[config.mk]
export PLATFORM = sky130hd
export DESIGN_NAME = buddy_page_allocator
export DESIGN_NICKNAME = d
export VERILOG_FILES = /design/src/rtl/bpa_pkg.sv /design/src/rtl/bpa_map.sv /design/src/rtl/bpa_index.sv /design/src/rtl/bpa_seq.sv /design/src/rtl/buddy_page_allocator.sv
export SDC_FILE = /design/constraint.sdc
export NUM_CORES = 2
export LEC_CHECK = 0
export BUFFER_PORTS_ARGS = -buffer_cell sky130_fd_sc_hd__buf_4
export CORE_ASPECT_RATIO = 2
export CORE_MARGIN = 1.5
export CORE_UTILIZATION = 55
export DETAILED_ROUTE_END_ITERATION = 10
export PLACE_DENSITY = 0.78
export REMOVE_ABC_BUFFERS = 1
export SYNTH_ARGS = -nofsm -noshare
export SYNTH_HDL_FRONTEND = slang
export SYNTH_SLANG_ARGS = --single-unit
export TNS_END_PERCENT = 20
[constraint.sdc]
create_clock -name clk -period 68.8 [get_ports clk]
set_input_delay 10.32 -clock clk [delete_from_list [all_inputs] [get_ports clk]]
set_output_delay 10.32 -clock clk [all_outputs]
set_load 0.03 [all_outputs]
[src/rtl/bpa_pkg.sv]
// shared types and codes for the buddy page allocator
// no dependencies
`timescale 1ns / 1ps
`default_nettype none
package bpa_pkg;

    typedef enum logic [1:0] {
        ST_DONE  = 2'd0,
        ST_NOMEM = 2'd1,
        ST_BAD   = 2'd2
    } status_t;

    typedef enum logic [6:0] {
        S_IDLE  = 7'b0000001,
        S_FREE  = 7'b0000010,
        S_ABRD  = 7'b0000100,
        S_ABCHK = 7'b0001000,
        S_ALRD  = 7'b0010000,
        S_ALCHK = 7'b0100000,
        S_DONE  = 7'b1000000
    } state_t;

endpackage
`default_nettype wire

[src/rtl/bpa_map.sv]
// free map memory, one bit per buddy tree node, with clearing pass after reset
// no dependencies
`timescale 1ns / 1ps
`default_nettype none
module bpa_map #(
    parameter int ADDR_BITS = 10,
    parameter int IDX_W     = ADDR_BITS + 1
) (
    input  wire logic             clk,
    input  wire logic             rst_n,
    input  wire logic [IDX_W-1:0] rd_addr,
    output logic                  rd_data,
    input  wire logic             wr_en,
    input  wire logic [IDX_W-1:0] wr_addr,
    input  wire logic             wr_data,
    output logic                  ready
);
    localparam int DEPTH = (2 << ADDR_BITS) - 1;

    logic             mem [DEPTH];
    logic [IDX_W-1:0] clr_reg;
    logic [IDX_W-1:0] clr_next;
    logic             rd_data_reg;
    logic             clearing;

    assign clearing = (clr_reg != IDX_W'(DEPTH));
    assign clr_next = clearing ? clr_reg + IDX_W'(1) : clr_reg;
    assign ready    = !clearing;
    assign rd_data  = rd_data_reg;

    always_ff @(posedge clk or negedge rst_n)
    begin
        if (!rst_n)
        begin
            clr_reg <= '0;
        end
        else
        begin
            clr_reg <= clr_next;
        end
    end

    always_ff @(posedge clk)
    begin
        if (clearing)
        begin
            mem[clr_reg] <= 1'b0;
        end
        else if (wr_en)
        begin
            mem[wr_addr] <= wr_data;
        end
        rd_data_reg <= mem[rd_addr];
    end
endmodule
`default_nettype wire

[src/rtl/bpa_index.sv]
// shared node index unit: level base plus block offset
// no dependencies
`timescale 1ns / 1ps
`default_nettype none
module bpa_index #(
    parameter int ADDR_BITS = 10,
    parameter int IDX_W     = ADDR_BITS + 1,
    parameter int LVL_W     = $clog2(ADDR_BITS + 1)
) (
    input  wire logic [LVL_W-1:0]     lvl,
    input  wire logic [ADDR_BITS-1:0] offset,
    output logic      [IDX_W-1:0]     idx
);
    logic [LVL_W-1:0] sh;
    logic [IDX_W-1:0] base;

    assign sh   = LVL_W'(ADDR_BITS) - lvl;
    assign base = (IDX_W'(1) << sh) - IDX_W'(1);
    assign idx  = base + IDX_W'(offset);
endmodule
`default_nettype wire

[src/rtl/bpa_seq.sv]
// request sequencer: allocation scan, range split and buddy merge
// depends on bpa_pkg and bpa_index
`timescale 1ns / 1ps
`default_nettype none
module bpa_seq
    import bpa_pkg::*;
#(
    parameter int ADDR_BITS = 10,
    parameter int IDX_W     = ADDR_BITS + 1,
    parameter int LVL_W     = $clog2(ADDR_BITS + 1)
) (
    input  wire logic                 clk,
    input  wire logic                 rst_n,
    input  wire logic                 req_valid,
    output logic                      req_ready,
    input  wire logic                 req_action,
    input  wire logic [ADDR_BITS-1:0] req_page,
    input  wire logic [ADDR_BITS:0]   req_count,
    output logic                      res_valid,
    input  wire logic                 res_take,
    output logic      [ADDR_BITS-1:0] res_granted,
    output status_t                   res_status,
    input  wire logic                 map_ready,
    output logic      [IDX_W-1:0]     map_addr,
    input  wire logic                 map_rd_data,
    output logic                      map_wr_en,
    output logic                      map_wr_data
);
    localparam int PW = ADDR_BITS;
    localparam int CW = ADDR_BITS + 1;

    state_t          state_reg, state_next;
    logic [PW-1:0]   rng_page_reg, rng_page_next;
    logic [CW-1:0]   rng_cnt_reg, rng_cnt_next;
    logic [PW-1:0]   cur_pg_reg, cur_pg_next;
    logic [LVL_W-1:0] cur_lvl_reg, cur_lvl_next;
    logic [LVL_W-1:0] blk_lvl_reg, blk_lvl_next;
    logic [PW-1:0]   scan_i_reg, scan_i_next;
    logic [CW-1:0]   req_cnt_reg, req_cnt_next;
    logic [PW-1:0]   blk_reg, blk_next;
    logic            alloc_reg, alloc_next;
    logic [PW-1:0]   granted_reg, granted_next;
    status_t         status_reg, status_next;

    logic [LVL_W-1:0] align, slev, lvl_fit, want;
    logic [PW-1:0]   buddy, offset;
    logic [LVL_W-1:0] idx_lvl;
    logic            use_buddy;
    logic [CW-1:0]   blk_size, scan_size;
    logic [PW-1:0]   scan_last;

    assign req_ready   = (state_reg == S_IDLE) && map_ready;
    assign res_valid   = (state_reg == S_DONE);
    assign res_granted = granted_reg;
    assign res_status  = status_reg;

    always_comb
    begin
        align = LVL_W'(ADDR_BITS);
        for (int b = ADDR_BITS - 1; b >= 0; b--)
        begin
            if (rng_page_reg[b])
            begin
                align = LVL_W'(b);
            end
        end
        slev = '0;
        for (int b = 0; b <= ADDR_BITS; b++)
        begin
            if (rng_cnt_reg[b])
            begin
                slev = LVL_W'(b);
            end
        end
        lvl_fit = (align < slev) ? align : slev;
        want = LVL_W'(ADDR_BITS);
        for (int w = ADDR_BITS; w >= 0; w--)
        begin
            if ((CW'(1) << w) >= req_count)
            begin
                want = LVL_W'(w);
            end
        end
    end

    assign buddy     = cur_pg_reg ^ PW'(CW'(1) << cur_lvl_reg);
    assign blk_size  = CW'(1) << blk_lvl_reg;
    assign scan_size = CW'(1) << cur_lvl_reg;
    assign scan_last = PW'((CW'(1) << (LVL_W'(ADDR_BITS) - cur_lvl_reg)) - CW'(1));
    assign use_buddy = (state_reg == S_ABRD) || ((state_reg == S_ABCHK) && map_rd_data);
    assign idx_lvl   = cur_lvl_reg;

    always_comb
    begin
        if ((state_reg == S_ALRD) || (state_reg == S_ALCHK))
        begin
            offset = scan_i_reg;
        end
        else if (use_buddy)
        begin
            offset = buddy >> cur_lvl_reg;
        end
        else
        begin
            offset = cur_pg_reg >> cur_lvl_reg;
        end
    end

    bpa_index #(
        .ADDR_BITS(ADDR_BITS),
        .IDX_W    (IDX_W),
        .LVL_W    (LVL_W)
    ) u_index (
        .lvl   (idx_lvl),
        .offset(offset),
        .idx   (map_addr)
    );

    always_comb
    begin
        state_next    = state_reg;
        rng_page_next = rng_page_reg;
        rng_cnt_next  = rng_cnt_reg;
        cur_pg_next   = cur_pg_reg;
        cur_lvl_next  = cur_lvl_reg;
        blk_lvl_next  = blk_lvl_reg;
        scan_i_next   = scan_i_reg;
        req_cnt_next  = req_cnt_reg;
        blk_next      = blk_reg;
        alloc_next    = alloc_reg;
        granted_next  = granted_reg;
        status_next   = status_reg;
        map_wr_en     = 1'b0;
        map_wr_data   = 1'b0;
        case (state_reg)
            S_IDLE:
            begin
                if (req_valid && req_ready)
                begin
                    granted_next  = '0;
                    status_next   = ST_DONE;
                    rng_page_next = req_page;
                    rng_cnt_next  = req_count;
                    req_cnt_next  = req_count;
                    alloc_next    = !req_action;
                    scan_i_next   = '0;
                    cur_lvl_next  = want;
                    if (req_count == '0)
                    begin
                        status_next = ST_BAD;
                        state_next  = S_DONE;
                    end
                    else if (req_action)
                    begin
                        if (({1'b0, req_page} + CW'(req_count)) > (CW + 1)'(CW'(1) << ADDR_BITS))
                        begin
                            status_next = ST_BAD;
                            state_next  = S_DONE;
                        end
                        else
                        begin
                            state_next = S_FREE;
                        end
                    end
                    else if (req_count > (CW'(1) << ADDR_BITS))
                    begin
                        status_next = ST_BAD;
                        state_next  = S_DONE;
                    end
                    else
                    begin
                        state_next = S_ALRD;
                    end
                end
            end
            S_FREE:
            begin
                if (rng_cnt_reg == '0)
                begin
                    if (alloc_reg)
                    begin
                        granted_next = blk_reg;
                    end
                    state_next = S_DONE;
                end
                else
                begin
                    cur_pg_next  = rng_page_reg;
                    cur_lvl_next = lvl_fit;
                    blk_lvl_next = lvl_fit;
                    state_next   = S_ABRD;
                end
            end
            S_ABRD:
            begin
                if (cur_lvl_reg == LVL_W'(ADDR_BITS))
                begin
                    map_wr_en     = 1'b1;
                    map_wr_data   = 1'b1;
                    rng_page_next = rng_page_reg + PW'(blk_size);
                    rng_cnt_next  = rng_cnt_reg - blk_size;
                    state_next    = S_FREE;
                end
                else
                begin
                    state_next = S_ABCHK;
                end
            end
            S_ABCHK:
            begin
                map_wr_en = 1'b1;
                if (map_rd_data)
                begin
                    map_wr_data  = 1'b0;
                    cur_pg_next  = cur_pg_reg & ~PW'(CW'(1) << cur_lvl_reg);
                    cur_lvl_next = cur_lvl_reg + LVL_W'(1);
                    state_next   = S_ABRD;
                end
                else
                begin
                    map_wr_data   = 1'b1;
                    rng_page_next = rng_page_reg + PW'(blk_size);
                    rng_cnt_next  = rng_cnt_reg - blk_size;
                    state_next    = S_FREE;
                end
            end
            S_ALRD:
            begin
                state_next = S_ALCHK;
            end
            S_ALCHK:
            begin
                if (map_rd_data)
                begin
                    map_wr_en   = 1'b1;
                    map_wr_data = 1'b0;
                    blk_next    = scan_i_reg << cur_lvl_reg;
                    if (scan_size > req_cnt_reg)
                    begin
                        rng_page_next = (scan_i_reg << cur_lvl_reg) + PW'(req_cnt_reg);
                        rng_cnt_next  = scan_size - req_cnt_reg;
                        state_next    = S_FREE;
                    end
                    else
                    begin
                        granted_next = scan_i_reg << cur_lvl_reg;
                        state_next   = S_DONE;
                    end
                end
                else if (scan_i_reg == scan_last)
                begin
                    if (cur_lvl_reg == LVL_W'(ADDR_BITS))
                    begin
                        status_next = ST_NOMEM;
                        state_next  = S_DONE;
                    end
                    else
                    begin
                        cur_lvl_next = cur_lvl_reg + LVL_W'(1);
                        scan_i_next  = '0;
                        state_next   = S_ALRD;
                    end
                end
                else
                begin
                    scan_i_next = scan_i_reg + PW'(1);
                    state_next  = S_ALRD;
                end
            end
            S_DONE:
            begin
                if (res_take)
                begin
                    state_next = S_IDLE;
                end
            end
            default:
            begin
                state_next = S_IDLE;
            end
        endcase
    end

    always_ff @(posedge clk or negedge rst_n)
    begin
        if (!rst_n)
        begin
            state_reg <= S_IDLE;
        end
        else
        begin
            state_reg <= state_next;
        end
    end

    always_ff @(posedge clk)
    begin
        rng_page_reg <= rng_page_next;
        rng_cnt_reg  <= rng_cnt_next;
        cur_pg_reg   <= cur_pg_next;
        cur_lvl_reg  <= cur_lvl_next;
        blk_lvl_reg  <= blk_lvl_next;
        scan_i_reg   <= scan_i_next;
        req_cnt_reg  <= req_cnt_next;
        blk_reg      <= blk_next;
        alloc_reg    <= alloc_next;
        granted_reg  <= granted_next;
        status_reg   <= status_next;
    end
endmodule
`default_nettype wire

[src/rtl/buddy_page_allocator.sv]
// buddy page allocator top level: sequencer, free map and output register
// depends on bpa_pkg, bpa_seq, bpa_map
`timescale 1ns / 1ps
`default_nettype none
// One request at a time; every request gives one result. Each read of the free map
// goes through its single registered read port. An allocation reads one tree node
// at a time, from the smallest level that fits the count upward. A free cuts the
// range into blocks and merges each block with its buddy, level by level, while
// the buddy is free. A full scan covers the 2^(ADDR_BITS+1)-1 nodes. After reset a
// clearing pass over all 2^(ADDR_BITS+1)-1 nodes (2047 by default) empties the pool,
// and no input transfer is taken until it ends. The result sits in an output
// register, so the next request is taken while it waits.
module buddy_page_allocator
    import bpa_pkg::*;
#(
    parameter int ADDR_BITS = 10
) (
    input  wire logic                 clk,
    input  wire logic                 rst_n,
    input  wire logic                 in_valid,
    output logic                      in_stall,
    input  wire logic                 action,
    input  wire logic [ADDR_BITS-1:0] block_page,
    input  wire logic [ADDR_BITS:0]   page_count,
    output logic                      out_valid,
    input  wire logic                 out_stall,
    output logic      [ADDR_BITS-1:0] granted_page,
    output logic      [1:0]           status
);
    localparam int IDX_W = ADDR_BITS + 1;

    logic                 req_ready;
    logic                 res_valid;
    logic                 res_take;
    logic [ADDR_BITS-1:0] res_granted;
    status_t              res_status;
    logic                 map_ready;
    logic [IDX_W-1:0]     map_addr;
    logic                 map_rd_data;
    logic                 map_wr_en;
    logic                 map_wr_data;
    logic                 out_valid_reg;
    logic [ADDR_BITS-1:0] granted_reg;
    status_t              status_reg;

    assign in_stall     = !req_ready;
    assign res_take     = !out_valid_reg || !out_stall;
    assign out_valid    = out_valid_reg;
    assign granted_page = granted_reg;
    assign status       = status_reg;

    bpa_seq #(
        .ADDR_BITS(ADDR_BITS),
        .IDX_W    (IDX_W)
    ) u_seq (
        .clk        (clk),
        .rst_n      (rst_n),
        .req_valid  (in_valid),
        .req_ready  (req_ready),
        .req_action (action),
        .req_page   (block_page),
        .req_count  (page_count),
        .res_valid  (res_valid),
        .res_take   (res_take),
        .res_granted(res_granted),
        .res_status (res_status),
        .map_ready  (map_ready),
        .map_addr   (map_addr),
        .map_rd_data(map_rd_data),
        .map_wr_en  (map_wr_en),
        .map_wr_data(map_wr_data)
    );

    bpa_map #(
        .ADDR_BITS(ADDR_BITS),
        .IDX_W    (IDX_W)
    ) u_map (
        .clk    (clk),
        .rst_n  (rst_n),
        .rd_addr(map_addr),
        .rd_data(map_rd_data),
        .wr_en  (map_wr_en),
        .wr_addr(map_addr),
        .wr_data(map_wr_data),
        .ready  (map_ready)
    );

    always_ff @(posedge clk or negedge rst_n)
    begin
        if (!rst_n)
        begin
            out_valid_reg <= 1'b0;
        end
        else if (res_take)
        begin
            out_valid_reg <= res_valid;
        end
    end

    always_ff @(posedge clk)
    begin
        if (res_take && res_valid)
        begin
            granted_reg <= res_granted;
            status_reg  <= res_status;
        end
    end
endmodule
`default_nettype wire

==> out/results.ini <==
[die]
dieHeight_um=607.8
start_util_pct=55.45
io_pins=40
dieArea_sq_um=185600
die_w_um=305.4
coreArea_sq_um=181400
rows=221

[pwr]
irDropWorstVdd_v=0.00001961
net-switching-power_uw=475.2
leakagePower_uw=0.02753
swShare_pct=19.56
pwr-share-clk_pct=41.0
power_frac_seq_pct=58.6
pwr-share-comb_pct=0.4
intPower_uw=1954
power_density_nw_per_um2=22.56

[logic_synthesis]
synth_edf_count=2142
synth-seq-area-share_pct=64.44
synthesis.area_sq_um=100600
ys_ff_latch=2162
synthDistinctLibCells=92
syn_avg_cell_area_sq_um=13.58
ys_async_sr_fraction_pct=0.8788
synth_cells=7405
synth_ff_type=edfxtp_1
ys_warn_count=0

[global_routing]
overflow=0
antenna_found_initial=11
grt_max_degree=327
grt_pass1_vias=65490
grt_pass1_wl_mm=430.5
grt_usage_pct=31.85

[job]
maxCapViolCount=0

[detailed_routing]
dr.pass1.iters=6
drt_iter0_drc=9049
wl_per_cell_um=31.27
vias=65250
wl_mm=297.0
antenna_left=0
via_per_inst=6.869
drc=0

[clocking]
cts_resized=0
htree_levels=4
post-cts-setup-buffers=0
path_clk_slew_ns=0.07
clk_latency_ns=0.87
cts_tree=yes
cts.path.max_buffers=4
root_buffer=clkbuf_16
cts_hold_buf=0
cts_buffers=182
cts.sinks=2162

[hold_path]
hold_class=reg -> reg

[timing]
period_needed_ns=13.17
clock.fmax_mhz=75.92
tightest_slew_ns=1.551
slew_headroom_pct=-3.415
finalSetupViolCount=0
setup_ws_ns=55.63
fin_crit_sh_pct=19.14
rsz0062_at_grt=false
drv_slew=1
tns_ns=0
holdWs_ns=0.4288
hold_viol_final=0
clock-skew-final_ns=0.06593

[critical_path]
startpoint=u_map.clr_reg[0]
cp.required_ns=58.48
end_kind=output pin
path_max_fanout=9
path_cells=ha_1 > nand2_1 > nor2_1 > and3_1 > and4_1 > nand2_1 > buf_4
critPathCapture=in_stall
cp_common_cell=nand2_1
crit_type=reg -> out
cp.arrival_ns=2.85
rrSetupSlack_ns=58.75
ff2ff_path_depth=24
r2r-start=u_seq.state_reg[1]
cpPeakStageDelay_ns=0.50
start_kind=register
slowest_stage=and4_1
r2r-end=u_map.rd_data

[layout]
drive_above_1_share_pct=14.94
largest_register_ffs=2047
area.growth.synth_to_final_pct=7.036
nets=7135
top_register=u_map.mem
final_cell_count_no_fill=9498

[placement]
gp_congestion=0.9959
dp.final_hpwl_mm=178.6
pre_cts_ws_ns=55.27
io_buffers=39
place_inst=9176

[status]
status=finished with violations
violations=slew limit

==> Yosys cell counts, types with 26 or more instances <==
cell type / number / share of area, %
buf_2: 238 / 1.2
nor2_1: 1011 / 3.8
ha_1: 83 / 1.0
buf_4: 30 / 0.22
nand4_1: 54 / 0.34
xor2_1: 26 / 0.23
edfxtp_1: 2142 / 64
mux4_2: 518 / 12
nand2_1: 585 / 2.2
nor3_1: 1187 / 5.9
nand2b_1: 38 / 0.24
a31oi_1: 27 / 0.17
xnor2_1: 53 / 0.46
clkbuf_1: 425 / 1.6
inv_1: 76 / 0.28
nand3_1: 132 / 0.66
o21ai_0: 69 / 0.34
a21oi_1: 80 / 0.40
mux2i_1: 96 / 0.96
buf_1: 59 / 0.22
a32o_1: 26 / 0.26
==> how the worst min path moves through the flow <==
| stage | from | end | depth (start not counted) |
|---|---|---|---|
| 2_1_floorplan | u_seq.res_granted[0] | granted_page[0] | 0 |
| 3_5_place_dp | u_seq.res_granted[1] | granted_page[1] | 0 |
| 5_1_grt | u_seq.res_status[1] | status[1] | 0 |
| 6_report | u_seq.res_granted[1] | granted_page[1] | 0 |
| 4_1_cts | u_seq.res_granted[1] | granted_page[1] | 0 |
| 3_3_place_gp | u_seq.res_status[1] | status[1] | 0 |
==> per-layer routing <==
layer	wire length (um)	global-route usage (%)	vias to the layer above
li1	-	-	27220
met1	86290	33.02	32500
met2	148700	53.82	4319
met3	28250	6.344	1193
met4	33640	29.91	14
met5	90	0	-
==> power by group through the flow <==
stage               Clock (uW)  Combinational [uW]  Sequential (uW)
floorplan                    0                4.44             1450
global placement             0                9.16             1450
detailed placement           0                9.02             1450
CTS                        998                9.05             1420
global route              1040                9.69             1420
finish                     996                8.97             1420
==> cell type report <==
cell class | instances | area [sq um]
Tap cell | 2341 | 2929
Timing Repair Buffer | 185 | 1514
Inverter | 78 | 292.8
Multi-Input combinational cell | 4411 | 32660
Antenna cell | 4 | 10.01
Clock inverter | 93 | 709.4
Sequential cell | 2162 | 64820
Clock buffer | 224 | 4733
Fill cell | 13290 | 73730
==> kinds of logic (layout without fill, tap and decap cells) <==
family / count (synthesis) / in the layout / share of synthesized area [%]
compound gates: 448 / 448 / 3.198
xor+xnor: 82 / 82 / 0.7364
fa+ha+maj: 89 / 89 / 1.152
buf+inv: 832 / 580 / 3.528
flops: 2162 / 2162 / 64.44
mux: 619 / 619 / 12.61
other cells: 0 / 4 / 0
simple gates: 3173 / 3173 / 14.34
==> worst max-delay path, delay by kind of cell, from the launching register on <==
family	cells	cell delay [ns]
fa+ha+maj	1	0.23
buf+inv	1	0.20
flops	1	0.45
simple gates	5	1.12
==> cells in the final DEF, fill, tap and decap left out, drive strengths merged, types with 23 or more instances in the layout <==
| cell type | n |
|---|---|
| mux4 | 518 |
| a32o | 26 |
| mux2i | 96 |
| clkinv | 77 |
| nor2 | 1023 |
| buf | 184 |
| a22o | 23 |
| clkbuf | 225 |
| nand3 | 144 |
| a31oi | 27 |
| nand2b | 38 |
| nor3 | 1191 |
| nand2 | 586 |
| inv | 82 |
| xnor2 | 55 |
| ha | 83 |
| edfxtp | 2142 |
| nand4 | 55 |
| a21oi | 81 |
| xor2 | 27 |
| o21ai | 77 |
==> stage by stage <==
| step | area (sq um) | power [uW] | util [%] |
|---|---|---|---|
| global placement | 102200 | 1462 | 56.35 |
| detailed placement | 102200 | 1462 | 56.35 |
| CTS | 107700 | 2431 | 59.35 |
| finish | 107700 | 2429 | 59.36 |
| global route | 107700 | 2472 | 59.35 |
| floorplan | 97330 | 1458 | - |
No activity file was read; power rests on OpenSTA's default activity.
